<file path="src/ddshd_pkg.sv">
// Shared types, codes and constants of the DDS header decoder.
package ddshd_pkg;

  localparam logic [31:0] DDS_MAGIC     = 32'h2053_4444;
  localparam logic [31:0] HDR_SIZE      = 32'd124;
  localparam logic [31:0] PF_FOURCC     = 32'h0000_0004;
  localparam logic [31:0] CAPS2_CUBEMAP = 32'h0000_0200;
  localparam logic [31:0] CAPS2_VOLUME  = 32'h0020_0000;
  localparam logic [31:0] CC_DXT1       = 32'h3154_5844;
  localparam logic [31:0] CC_DXT3       = 32'h3354_5844;
  localparam logic [31:0] CC_DXT5       = 32'h3554_5844;
  localparam logic [31:0] MASK_B0       = 32'h0000_00FF;
  localparam logic [31:0] MASK_B1       = 32'h0000_FF00;
  localparam logic [31:0] MASK_B2       = 32'h00FF_0000;
  localparam logic [31:0] MASK_B3       = 32'hFF00_0000;
  localparam logic [31:0] BITS_32       = 32'd32;
  localparam logic [31:0] BITS_24       = 32'd24;
  localparam logic [31:0] BITS_8        = 32'd8;

  localparam int POS_W = 6;
  localparam logic [POS_W-1:0] POS_MAGIC  = 6'd0;
  localparam logic [POS_W-1:0] POS_SIZE   = 6'd1;
  localparam logic [POS_W-1:0] POS_HEIGHT = 6'd3;
  localparam logic [POS_W-1:0] POS_WIDTH  = 6'd4;
  localparam logic [POS_W-1:0] POS_DEPTH  = 6'd6;
  localparam logic [POS_W-1:0] POS_MIPS   = 6'd7;
  localparam logic [POS_W-1:0] POS_FLAGS  = 6'd20;
  localparam logic [POS_W-1:0] POS_FOURCC = 6'd21;
  localparam logic [POS_W-1:0] POS_BITS   = 6'd22;
  localparam logic [POS_W-1:0] POS_MASK_R = 6'd23;
  localparam logic [POS_W-1:0] POS_MASK_G = 6'd24;
  localparam logic [POS_W-1:0] POS_MASK_B = 6'd25;
  localparam logic [POS_W-1:0] POS_MASK_A = 6'd26;
  localparam logic [POS_W-1:0] POS_CAPS2  = 6'd28;
  localparam logic [POS_W-1:0] POS_LAST   = 6'd31;
  localparam logic [POS_W-1:0] POS_MAX    = 6'd63;

  localparam logic [2:0] CH_NONE  = 3'd0;
  localparam logic [2:0] CH_ONE   = 3'd1;
  localparam logic [2:0] CH_THREE = 3'd3;
  localparam logic [2:0] CH_FOUR  = 3'd4;

  typedef enum logic [1:0] {
    ERR_OK     = 2'd0,
    ERR_MAGIC  = 2'd1,
    ERR_SIZE   = 2'd2,
    ERR_FORMAT = 2'd3
  } err_t;

  typedef enum logic [3:0] {
    FMT_NONE = 4'd0,
    FMT_DXT1 = 4'd1,
    FMT_DXT3 = 4'd2,
    FMT_DXT5 = 4'd3,
    FMT_BGRA = 4'd4,
    FMT_RGBA = 4'd5,
    FMT_RGB  = 4'd6,
    FMT_BGR  = 4'd7,
    FMT_LUM  = 4'd8
  } fmt_t;

  typedef enum logic [1:0] {
    KIND_FLAT   = 2'd0,
    KIND_VOLUME = 2'd1,
    KIND_CUBE   = 2'd2
  } kind_t;

  typedef enum logic [1:0] {
    BK_IDLE,
    BK_MUL,
    BK_SCALE,
    BK_HOLD
  } back_state_t;

  typedef struct packed {
    err_t        err;
    fmt_t        fmt;
    logic [2:0]  chans;
    kind_t       kind;
    logic [31:0] width;
    logic [31:0] height;
    logic [31:0] depth;
    logic [31:0] mips;
    logic [31:0] mul_a;
    logic [31:0] mul_b;
  } job_t;

  typedef struct packed {
    logic push;
    job_t job;
  } push_req_t;

  typedef struct packed {
    logic full;
    logic empty;
  } queue_status_t;

  localparam int Q_DEPTH = 2;
  localparam int Q_PTR_W = 1;
  localparam int Q_CNT_W = 2;

endpackage

</file>
<file path="src/ddshd_ifs.sv">
// Handshake interfaces for header words and decoded results.
interface ddshd_in_if;
  logic        valid;
  logic        ready;
  logic [31:0] header_word;
  logic        first_word;

  modport source(output valid, output header_word, output first_word, input ready);
  modport sink(input valid, input header_word, input first_word, output ready);
endinterface

interface ddshd_out_if;
  logic        valid;
  logic        ready;
  logic [1:0]  error_code;
  logic [3:0]  texture_format;
  logic [2:0]  channel_count;
  logic [1:0]  texture_kind;
  logic [31:0] image_width;
  logic [31:0] image_height;
  logic [31:0] image_depth;
  logic [31:0] extra_mip_levels;
  logic [31:0] base_image_bytes;

  modport source(output valid, output error_code, output texture_format,
                 output channel_count, output texture_kind, output image_width,
                 output image_height, output image_depth, output extra_mip_levels,
                 output base_image_bytes, input ready);
  modport sink(input valid, input error_code, input texture_format,
               input channel_count, input texture_kind, input image_width,
               input image_height, input image_depth, input extra_mip_levels,
               input base_image_bytes, output ready);
endinterface

</file>
<file path="src/dds_header_decoder.sv">
// Top level of the DDS header decoder.
// The hdr channel takes the 128-byte header of a DDS file as 32 words, one
// per transaction; first_word marks the magic word and restarts the count.
// Words past the thirty-second are ignored until the next first_word.
// The res channel gives one transaction per header, after its last word,
// holding the error code, format, channel count, kind, sizes, extra mip
// levels and the byte size of the base image.
// The front end accepts one word per cycle, save that the last word of a
// header waits while the queue is full, and keeps the header fields in
// registers. On the last word it classifies the header and pushes it into a
// two-entry queue. The back end takes one entry at a time, multiplies the
// size operands in state BK_MUL, scales the product in BK_SCALE and
// registers the result, then holds it in BK_HOLD until res accepts it; it
// takes no new entry before then.
// When res is stalled the result register holds, the queue fills, and then
// the last word of a further header waits; all other words still flow.
// A synchronous reset clears the word count, the held fields and the queue.
module dds_header_decoder (
  input  logic        clk,
  input  logic        rst,
  ddshd_in_if.sink    hdr,
  ddshd_out_if.source res
);

  ddshd_pkg::push_req_t     push_req;
  ddshd_pkg::queue_status_t q_status;
  ddshd_pkg::job_t          head;
  logic                     pop;

  ddshd_front u_front (
    .clk      (clk),
    .rst      (rst),
    .hdr      (hdr),
    .q_status (q_status),
    .push_req (push_req)
  );

  ddshd_queue u_queue (
    .clk      (clk),
    .rst      (rst),
    .push_req (push_req),
    .pop      (pop),
    .head     (head),
    .q_status (q_status)
  );

  ddshd_back u_back (
    .clk      (clk),
    .rst      (rst),
    .head     (head),
    .q_status (q_status),
    .pop      (pop),
    .res      (res)
  );

endmodule

</file>
<file path="src/ddshd_front.sv">
// Front end: takes header words, holds the fields and classifies the header.
module ddshd_front (
  input  logic                     clk,
  input  logic                     rst,
  ddshd_in_if.sink                 hdr,
  input  ddshd_pkg::queue_status_t q_status,
  output ddshd_pkg::push_req_t     push_req
);

  logic [ddshd_pkg::POS_W-1:0] word_position;
  logic [ddshd_pkg::POS_W-1:0] pos;
  logic        magic_good;
  logic        size_good;
  logic [31:0] held_height;
  logic [31:0] held_width;
  logic [31:0] held_depth;
  logic [31:0] held_mip_count;
  logic [31:0] held_format_flags;
  logic [31:0] held_fourcc;
  logic [31:0] held_bit_count;
  logic [31:0] held_masks [4];
  logic [31:0] held_caps_two;
  logic        accept;
  logic [32:0] blocks_x;
  logic [32:0] blocks_y;
  ddshd_pkg::fmt_t  fmt;
  logic [2:0]       chans;
  ddshd_pkg::job_t  job;

  assign pos = hdr.first_word ? ddshd_pkg::POS_MAGIC : word_position;
  assign hdr.ready = !(q_status.full && word_position == ddshd_pkg::POS_LAST);
  assign accept = hdr.valid && hdr.ready;

  always_ff @(posedge clk) begin
    if (rst) begin
      word_position     <= ddshd_pkg::POS_MAGIC;
      magic_good        <= 1'b0;
      size_good         <= 1'b0;
      held_height       <= '0;
      held_width        <= '0;
      held_depth        <= '0;
      held_mip_count    <= '0;
      held_format_flags <= '0;
      held_fourcc       <= '0;
      held_bit_count    <= '0;
      held_masks[0]     <= '0;
      held_masks[1]     <= '0;
      held_masks[2]     <= '0;
      held_masks[3]     <= '0;
      held_caps_two     <= '0;
    end else if (accept) begin
      word_position <= (pos < ddshd_pkg::POS_MAX) ? pos + 1'b1 : ddshd_pkg::POS_MAX;
      case (pos)
        ddshd_pkg::POS_MAGIC:  magic_good        <= (hdr.header_word == ddshd_pkg::DDS_MAGIC);
        ddshd_pkg::POS_SIZE:   size_good         <= (hdr.header_word == ddshd_pkg::HDR_SIZE);
        ddshd_pkg::POS_HEIGHT: held_height       <= hdr.header_word;
        ddshd_pkg::POS_WIDTH:  held_width        <= hdr.header_word;
        ddshd_pkg::POS_DEPTH:  held_depth        <= hdr.header_word;
        ddshd_pkg::POS_MIPS:   held_mip_count    <= hdr.header_word;
        ddshd_pkg::POS_FLAGS:  held_format_flags <= hdr.header_word;
        ddshd_pkg::POS_FOURCC: held_fourcc       <= hdr.header_word;
        ddshd_pkg::POS_BITS:   held_bit_count    <= hdr.header_word;
        ddshd_pkg::POS_MASK_R: held_masks[0]     <= hdr.header_word;
        ddshd_pkg::POS_MASK_G: held_masks[1]     <= hdr.header_word;
        ddshd_pkg::POS_MASK_B: held_masks[2]     <= hdr.header_word;
        ddshd_pkg::POS_MASK_A: held_masks[3]     <= hdr.header_word;
        ddshd_pkg::POS_CAPS2:  held_caps_two     <= hdr.header_word;
        default: ;
      endcase
    end
  end

  always_comb begin
    fmt   = ddshd_pkg::FMT_NONE;
    chans = ddshd_pkg::CH_NONE;
    if ((held_format_flags & ddshd_pkg::PF_FOURCC) != '0) begin
      if (held_fourcc == ddshd_pkg::CC_DXT1) begin
        fmt = ddshd_pkg::FMT_DXT1; chans = ddshd_pkg::CH_THREE;
      end else if (held_fourcc == ddshd_pkg::CC_DXT3) begin
        fmt = ddshd_pkg::FMT_DXT3; chans = ddshd_pkg::CH_FOUR;
      end else if (held_fourcc == ddshd_pkg::CC_DXT5) begin
        fmt = ddshd_pkg::FMT_DXT5; chans = ddshd_pkg::CH_FOUR;
      end
    end else if (held_bit_count == ddshd_pkg::BITS_32 && held_masks[0] == ddshd_pkg::MASK_B2
                 && held_masks[1] == ddshd_pkg::MASK_B1 && held_masks[2] == ddshd_pkg::MASK_B0
                 && held_masks[3] == ddshd_pkg::MASK_B3) begin
      fmt = ddshd_pkg::FMT_BGRA; chans = ddshd_pkg::CH_FOUR;
    end else if (held_bit_count == ddshd_pkg::BITS_32 && held_masks[0] == ddshd_pkg::MASK_B0
                 && held_masks[1] == ddshd_pkg::MASK_B1 && held_masks[2] == ddshd_pkg::MASK_B2
                 && held_masks[3] == ddshd_pkg::MASK_B3) begin
      fmt = ddshd_pkg::FMT_RGBA; chans = ddshd_pkg::CH_FOUR;
    end else if (held_bit_count == ddshd_pkg::BITS_24 && held_masks[0] == ddshd_pkg::MASK_B0
                 && held_masks[1] == ddshd_pkg::MASK_B1
                 && held_masks[2] == ddshd_pkg::MASK_B2) begin
      fmt = ddshd_pkg::FMT_RGB; chans = ddshd_pkg::CH_THREE;
    end else if (held_bit_count == ddshd_pkg::BITS_24 && held_masks[0] == ddshd_pkg::MASK_B2
                 && held_masks[1] == ddshd_pkg::MASK_B1
                 && held_masks[2] == ddshd_pkg::MASK_B0) begin
      fmt = ddshd_pkg::FMT_BGR; chans = ddshd_pkg::CH_THREE;
    end else if (held_bit_count == ddshd_pkg::BITS_8) begin
      fmt = ddshd_pkg::FMT_LUM; chans = ddshd_pkg::CH_ONE;
    end
  end

  assign blocks_x = ({1'b0, held_width} + 33'd3) >> 2;
  assign blocks_y = ({1'b0, held_height} + 33'd3) >> 2;

  always_comb begin
    job = '0;
    if (!magic_good) begin
      job.err = ddshd_pkg::ERR_MAGIC;
    end else if (!size_good) begin
      job.err = ddshd_pkg::ERR_SIZE;
    end else begin
      job.err   = (fmt == ddshd_pkg::FMT_NONE) ? ddshd_pkg::ERR_FORMAT : ddshd_pkg::ERR_OK;
      job.fmt   = fmt;
      job.chans = chans;
      if ((held_caps_two & ddshd_pkg::CAPS2_CUBEMAP) != '0) begin
        job.kind = ddshd_pkg::KIND_CUBE;
      end else if ((held_caps_two & ddshd_pkg::CAPS2_VOLUME) != '0 && held_depth != '0) begin
        job.kind = ddshd_pkg::KIND_VOLUME;
      end else begin
        job.kind = ddshd_pkg::KIND_FLAT;
      end
      job.width  = held_width;
      job.height = held_height;
      job.depth  = (held_depth != '0) ? held_depth : 32'd1;
      job.mips   = (held_mip_count != '0) ? held_mip_count - 32'd1 : 32'd0;
      if (fmt == ddshd_pkg::FMT_DXT1 || fmt == ddshd_pkg::FMT_DXT3
          || fmt == ddshd_pkg::FMT_DXT5) begin
        job.mul_a = blocks_x[31:0];
        job.mul_b = blocks_y[31:0];
      end else begin
        job.mul_a = held_width;
        job.mul_b = held_height;
      end
    end
  end

  assign push_req.push = accept && pos == ddshd_pkg::POS_LAST;
  assign push_req.job  = job;

endmodule

</file>
<file path="src/ddshd_queue.sv">
// Two-entry queue of classified headers between the front and back ends.
module ddshd_queue (
  input  logic                     clk,
  input  logic                     rst,
  input  ddshd_pkg::push_req_t     push_req,
  input  logic                     pop,
  output ddshd_pkg::job_t          head,
  output ddshd_pkg::queue_status_t q_status
);

  ddshd_pkg::job_t entries [ddshd_pkg::Q_DEPTH];
  logic [ddshd_pkg::Q_PTR_W-1:0] wr_ptr;
  logic [ddshd_pkg::Q_PTR_W-1:0] rd_ptr;
  logic [ddshd_pkg::Q_CNT_W-1:0] count;
  logic do_push;
  logic do_pop;

  assign q_status.full  = (count == ddshd_pkg::Q_CNT_W'(ddshd_pkg::Q_DEPTH));
  assign q_status.empty = (count == '0);
  assign do_push = push_req.push && !q_status.full;
  assign do_pop  = pop && !q_status.empty;
  assign head    = entries[rd_ptr];

  always_ff @(posedge clk) begin
    if (do_push) begin
      entries[wr_ptr] <= push_req.job;
    end
  end

  always_ff @(posedge clk) begin
    if (rst) begin
      wr_ptr <= '0;
      rd_ptr <= '0;
      count  <= '0;
    end else begin
      if (do_push) begin
        wr_ptr <= wr_ptr + 1'b1;
      end
      if (do_pop) begin
        rd_ptr <= rd_ptr + 1'b1;
      end
      case ({do_push, do_pop})
        2'b10:   count <= count + 1'b1;
        2'b01:   count <= count - 1'b1;
        default: ;
      endcase
    end
  end

endmodule

</file>
<file path="src/ddshd_back.sv">
// Back end: computes the base image size and presents the result.
module ddshd_back (
  input  logic                     clk,
  input  logic                     rst,
  input  ddshd_pkg::job_t          head,
  input  ddshd_pkg::queue_status_t q_status,
  output logic                     pop,
  ddshd_out_if.source              res
);

  ddshd_pkg::back_state_t state;
  ddshd_pkg::back_state_t state_next;
  ddshd_pkg::job_t job;
  logic [31:0] prod;
  logic [31:0] bytes_next;
  logic        load_out;

  always_ff @(posedge clk) begin
    if (rst) begin
      state <= ddshd_pkg::BK_IDLE;
    end else begin
      state <= state_next;
    end
  end

  always_comb begin
    state_next = state;
    pop        = 1'b0;
    load_out   = 1'b0;
    res.valid  = 1'b0;
    case (state)
      ddshd_pkg::BK_IDLE: begin
        if (!q_status.empty) begin
          pop        = 1'b1;
          state_next = ddshd_pkg::BK_MUL;
        end
      end
      ddshd_pkg::BK_MUL: begin
        state_next = ddshd_pkg::BK_SCALE;
      end
      ddshd_pkg::BK_SCALE: begin
        load_out   = 1'b1;
        state_next = ddshd_pkg::BK_HOLD;
      end
      ddshd_pkg::BK_HOLD: begin
        res.valid = 1'b1;
        if (res.ready) begin
          state_next = ddshd_pkg::BK_IDLE;
        end
      end
      default: state_next = ddshd_pkg::BK_IDLE;
    endcase
  end

  always_comb begin
    case (job.fmt)
      ddshd_pkg::FMT_DXT1:                     bytes_next = prod << 3;
      ddshd_pkg::FMT_DXT3, ddshd_pkg::FMT_DXT5: bytes_next = prod << 4;
      ddshd_pkg::FMT_BGRA, ddshd_pkg::FMT_RGBA: bytes_next = prod << 2;
      ddshd_pkg::FMT_RGB, ddshd_pkg::FMT_BGR:   bytes_next = prod + (prod << 1);
      ddshd_pkg::FMT_LUM:                      bytes_next = prod;
      default:                                 bytes_next = '0;
    endcase
  end

  always_ff @(posedge clk) begin
    if (pop) begin
      job <= head;
    end
    if (state == ddshd_pkg::BK_MUL) begin
      prod <= 32'(job.mul_a * job.mul_b);
    end
    if (load_out) begin
      res.error_code       <= job.err;
      res.texture_format   <= job.fmt;
      res.channel_count    <= job.chans;
      res.texture_kind     <= job.kind;
      res.image_width      <= job.width;
      res.image_height     <= job.height;
      res.image_depth      <= job.depth;
      res.extra_mip_levels <= job.mips;
      res.base_image_bytes <= bytes_next;
    end
  end

endmodule
</file>
<file path="src/flat_wrapper.sv">
// flat-port wrapper written by rule: the top's interface ports become plain ports
module dds_header_decoder_flat 
  (clk, rst, hdr_valid, hdr_header_word, hdr_first_word, hdr_ready, res_valid, res_error_code, res_texture_format, res_channel_count, res_texture_kind, res_image_width, res_image_height, res_image_depth, res_extra_mip_levels, res_base_image_bytes, res_ready);
  ddshd_in_if hdr_i ();
  ddshd_out_if res_i ();
  input  logic clk;
  input  logic rst;
  input wire logic [$bits(hdr_i.valid)-1:0] hdr_valid;
  input wire logic [$bits(hdr_i.header_word)-1:0] hdr_header_word;
  input wire logic [$bits(hdr_i.first_word)-1:0] hdr_first_word;
  output wire logic [$bits(hdr_i.ready)-1:0] hdr_ready;
  output wire logic [$bits(res_i.valid)-1:0] res_valid;
  output wire logic [$bits(res_i.error_code)-1:0] res_error_code;
  output wire logic [$bits(res_i.texture_format)-1:0] res_texture_format;
  output wire logic [$bits(res_i.channel_count)-1:0] res_channel_count;
  output wire logic [$bits(res_i.texture_kind)-1:0] res_texture_kind;
  output wire logic [$bits(res_i.image_width)-1:0] res_image_width;
  output wire logic [$bits(res_i.image_height)-1:0] res_image_height;
  output wire logic [$bits(res_i.image_depth)-1:0] res_image_depth;
  output wire logic [$bits(res_i.extra_mip_levels)-1:0] res_extra_mip_levels;
  output wire logic [$bits(res_i.base_image_bytes)-1:0] res_base_image_bytes;
  input wire logic [$bits(res_i.ready)-1:0] res_ready;
  assign hdr_i.valid = hdr_valid;
  assign hdr_i.header_word = hdr_header_word;
  assign hdr_i.first_word = hdr_first_word;
  assign hdr_ready = hdr_i.ready;
  assign res_valid = res_i.valid;
  assign res_error_code = res_i.error_code;
  assign res_texture_format = res_i.texture_format;
  assign res_channel_count = res_i.channel_count;
  assign res_texture_kind = res_i.texture_kind;
  assign res_image_width = res_i.image_width;
  assign res_image_height = res_i.image_height;
  assign res_image_depth = res_i.image_depth;
  assign res_extra_mip_levels = res_i.extra_mip_levels;
  assign res_base_image_bytes = res_i.base_image_bytes;
  assign res_i.ready = res_ready;
  dds_header_decoder u_core (.clk(clk), .rst(rst), .hdr(hdr_i), .res(res_i));
endmodule
</file>
<file path="config.mk">
export PLATFORM = sky130hd
export DESIGN_NAME = dds_header_decoder_flat
export DESIGN_NICKNAME = d
export VERILOG_FILES = /design/src/ddshd_pkg.sv /design/src/ddshd_ifs.sv /design/src/dds_header_decoder.sv /design/src/ddshd_front.sv /design/src/ddshd_queue.sv /design/src/ddshd_back.sv /design/src/flat_wrapper.sv
export SDC_FILE = /design/constraint.sdc
export NUM_CORES = 2
export LEC_CHECK = 0
export ABC_AREA = 1
export BUFFER_PORTS_ARGS = -buffer_cell sky130_fd_sc_hd__clkbuf_2
export CORE_ASPECT_RATIO = 0.75
export CORE_MARGIN = 2
export CORE_UTILIZATION = 40
export CTS_BUF_LIST = sky130_fd_sc_hd__clkbuf_8
export CTS_CLUSTER_DIAMETER = 80
export DETAILED_ROUTE_END_ITERATION = 16
export MAX_ROUTING_LAYER = met4
export PLACE_DENSITY = 0.61
export REMOVE_ABC_BUFFERS = 1
export SYNTH_ARGS = -nofsm -noshare
export SYNTH_HDL_FRONTEND = slang
export SYNTH_SLANG_ARGS = --single-unit
export TNS_END_PERCENT = 5
</file>
<file path="constraint.sdc">
create_clock -name clk -period 25 [get_ports clk]
set_input_delay 2.5 -clock clk [delete_from_list [all_inputs] [get_ports clk]]
set_output_delay 2.5 -clock clk [all_outputs]
set_load 0.01 [all_outputs]
</file>
==> out/qor.yml <==
pwr:
  finalPower_uw: 4160
  power.density_nw_per_um2: 60.1
  ir_drop_v: 0.0000578
  power.static_leakage_uw: 0.0301
setup_path:
  crit_required_ps: 25680
  cp-startpoint: "u_core.u_back.job[38]"
  cp-start-kind: "flip-flop"
  critPathCapture: "u_core.u_back.prod[27]"
  r2r-end: "u_core.u_back.prod[27]"
  crit_fanout: 26
  criticalPathCategory: "flip-flop to flip-flop"
  reg2reg_depth: 21
  r2r_slack_ps: 17430
  cp.arrival_ps: 8250
  r2r-start: "u_core.u_back.job[38]"
  endpoint_kind: "flip-flop"
min_path:
  hp-class: "flip-flop to flip-flop"
  whs_path_depth: 0
  min-delay-start: "u_core.u_back.job[181]"
sta:
  finalCriticalPeriod_ps: 7570
  fin_ws_ps: 17430
  slew_violations: 0
  rsz0062_at_grt: "no"
  fin_skew_ps: 80.8
  period_share_pct: 30.3
  max_freq_mhz: 132
  tns_ps: 0
  setup_viol: 0
  relSlewSlack_pct: 17.6
  finalHoldViolCount: 0
  worst_pin_slew_ps: 1240
placement:
  dpl_cell_area_um2: 65700
  gp_congestion: 0.910
  io_buffers: 209
  hpwl_mm: 122
  post-place-ws_ps: 17490
clock_network:
  clk_latency_ps: 950
  root_buffer: "clkbuf_8"
  clkSlewWorstSetupHoldPaths_ps: 60
  post_cts_buffers: 0
  cts_sinks: 1149
  htree_levels: 4
  clockBufferDepth: 3
  cts_tree: "built"
  cts_resized: 0
  ctsHoldBuffers: 0
  numCtsBuffers: 178
drt:
  avgViaCountPerCell: 5.07
  dr.pass1.iters: 6
  drt-total-wl_mm: 172
  vias: 44601
  wl_per_cell_um: 19.5
  drc_errors: 0
  drt_iter0_markers: 4484
  ant_nets: 0
logic_synthesis:
  synth_area_leaders: "edfxtp_1, fa_1, nand2_1"
  ys_types: 59
  synth-seq-cells: 1149
  synthFlopType: "edfxtp_1"
  synthArstFlopShare_pct: 0
  synth-edff-count: 940
  postSynthAreaPerCell_um2: 9.82
  ys_warn_count: 0
  synth_top_area_cell: "edfxtp_1"
  synthCells: 6385
  synth_top_area_share_pct: 45.0
  seq_area_frac_synth_pct: 51.7
  netlist_area_um2: 62700
die:
  initial_core_util_pct: 40.4
  chipWidth_um: 461
  num_rows: 125
  core_um2: 155000
  pin_count: 210
  dieHeight_um: 347
  die_area_um2: 160000
global_route:
  grt_pass1_wl_mm: 265
  gr-usage-all-layers_pct: 22.3
  antenna_found_initial: 4
  grt_max_degree: 116
  grt_pass1_vias: 44171
  gr-total-overflow: 0
layout:
  syn2layout_area_growth_pct: 10.4
  fin_area_um2: 69200
  nNetsFinal: 7158
  drive_gt1_share_pct: 8.54
  fillers: 14645
run:
  cap_violations: 0
outcome:
  status: "complete, no violations"
-- state kept, by name (all words and copies together) (netlist names), 3 cells and up --
| register | cells |
|---|---|
| u_core.u_back.res.image_height | 32 |
| u_core.u_back.res.extra_mip_levels | 32 |
| u_core.u_back.res.texture_format | 4 |
| u_core.u_front.held_masks | 128 |
| u_core.u_back.job | 203 |
| u_core.u_front.held_mip_count | 32 |
| u_core.u_back.res.image_depth | 32 |
| u_core.u_queue.entries | 406 |
| u_core.u_front.held_width | 32 |
| u_core.u_front.held_height | 32 |
| u_core.u_front.held_bit_count | 32 |
| u_core.u_back.res.base_image_bytes | 32 |
| u_core.u_front.held_depth | 32 |
| u_core.u_front.held_fourcc | 32 |
| u_core.u_back.res.image_width | 32 |
| u_core.u_front.word_position | 6 |
| u_core.u_back.res.channel_count | 3 |
| u_core.u_back.prod | 32 |
-- worst min path at each step --
| stage | to | slack (ps) |
|---|---|---|
| 2_1_floorplan | u_core.u_back.res.channel_count[0] | 400 |
| 3_3_place_gp | u_core.u_back.res.image_depth[0] | 400 |
| 3_5_place_dp | u_core.u_back.res.extra_mip_levels[19] | 400 |
| 4_1_cts | u_core.u_back.res.image_width[5] | 410 |
| 5_1_grt | u_core.u_back.res.image_depth[15] | 420 |
| 6_report | u_core.u_back.res.image_width[21] | 410 |
-- Yosys cell counts, types with 4 or more instances --
master and instances:
clkinv_1 16, nor2_2 10, o211ai_1 17, ha_1 165, nor3_1 55, nand3b_1 12, a221oi_1 24, nand3_1 135
dfxtp_1 209, xor2_1 67, buf_2 31, nor3_4 4, nor3b_1 4, or2_2 11, o22ai_1 17, o21ai_1 12
buf_4 4, xnor2_1 29, buf_1 23, nor2_1 540, fa_1 409, nand4_1 72, a21boi_0 4, nor3_2 7
nand2_1 1761, a211oi_1 8, a21oi_1 306, nor4_1 31, a31oi_1 10, inv_1 892, inv_2 13, clkbuf_1 215
o21bai_1 7, edfxtp_1 940, o21ai_0 282
-- per-stage QoR --
step           util [%]  instances  hold WS, ps
2_1_floorplan         -       6107          400
3_3_place_gp       42.3       8462          404
3_5_place_dp       42.3       8462          405
4_1_cts            44.6       8795          414
5_1_grt            44.6       8797          419
6_report           44.6       8797          412
-- logic make-up after synthesis --
group	after synthesis	synth area share (%)
compound gates	705	6.06
xor+xnor	96	1.34
fa+ha+maj	574	16.4
buf+inv	1199	7.30
flops	1149	51.7
simple gates	2662	17.3
-- layout by cell type, fill, tap and decap left out, types with 5 or more instances in the layout --
master       n
clkinv_2    25
xor2_1      67
or2_2       11
a31oi_1     10
clkbuf_2   209
o211ai_1    17
fa_1       409
inv_2       12
o21bai_1     7
nand3b_1    12
o21ai_1     12
o22ai_1     17
a21oi_1    306
clkinv_8     6
nor2_1     537
o21ai_0    279
a211oi_1     8
nor3_1      55
ha_1       163
nor3_2       6
nand4_1     72
xnor2_1     29
nand3_1    135
inv_1      956
edfxtp_1   940
nor4_1      31
dfxtp_1    208
nor2_2      11
clkinv_1    43
nor3_4       5
clkbuf_8   193
nand2_1   1760
a221oi_1    24
buf_4       49
-- power by group --
group	internal (µW)	switching, µW	total (µW)	leakage [µW]
logic	120	299	420	0.0168
clock network	765	785	1550	0.00202
registers	2150	39.1	2190	0.0112
-- worst max-delay path, stage by stage, from the launching register on --
cell and delay (ps):
edfxtp_1 1170, nand2_1 220, fa_1 560, fa_1 390, fa_1 510, fa_1 440, fa_1 510, inv_1 60
fa_1 530, inv_1 50, fa_1 450, fa_1 500, inv_1 40, ha_1 360, nand2_1 110, nor2_1 160
nand2_1 80, o311ai_0 680, nand2_1 110, nand2_1 140, a21oi_1 90, xnor2_1 140
-- layer usage --
metal,routed length (µm),vias to the layer above,GRT usage (%)
met1,78400,21697,31.9
li1,-,20923,-
met3,14300,267,3.85
met2,74900,1714,32.4
met5,0,-,-
met4,4070,0,6.27
-- layout make-up --
cell class	instances	area [µm²]	area share (%)
Clock inverter	140	816	1.18
Multi-Input combinational cell	4037	25800	37.2
Timing Repair Buffer	260	1450	2.10
Tap cell	2095	2620	3.79
Inverter	921	3470	5.02
Antenna cell	2	5.00	0.00723
Clock buffer	193	2660	3.84
Sequential cell	1149	32400	46.8
(Power assumes the default switching activity.)
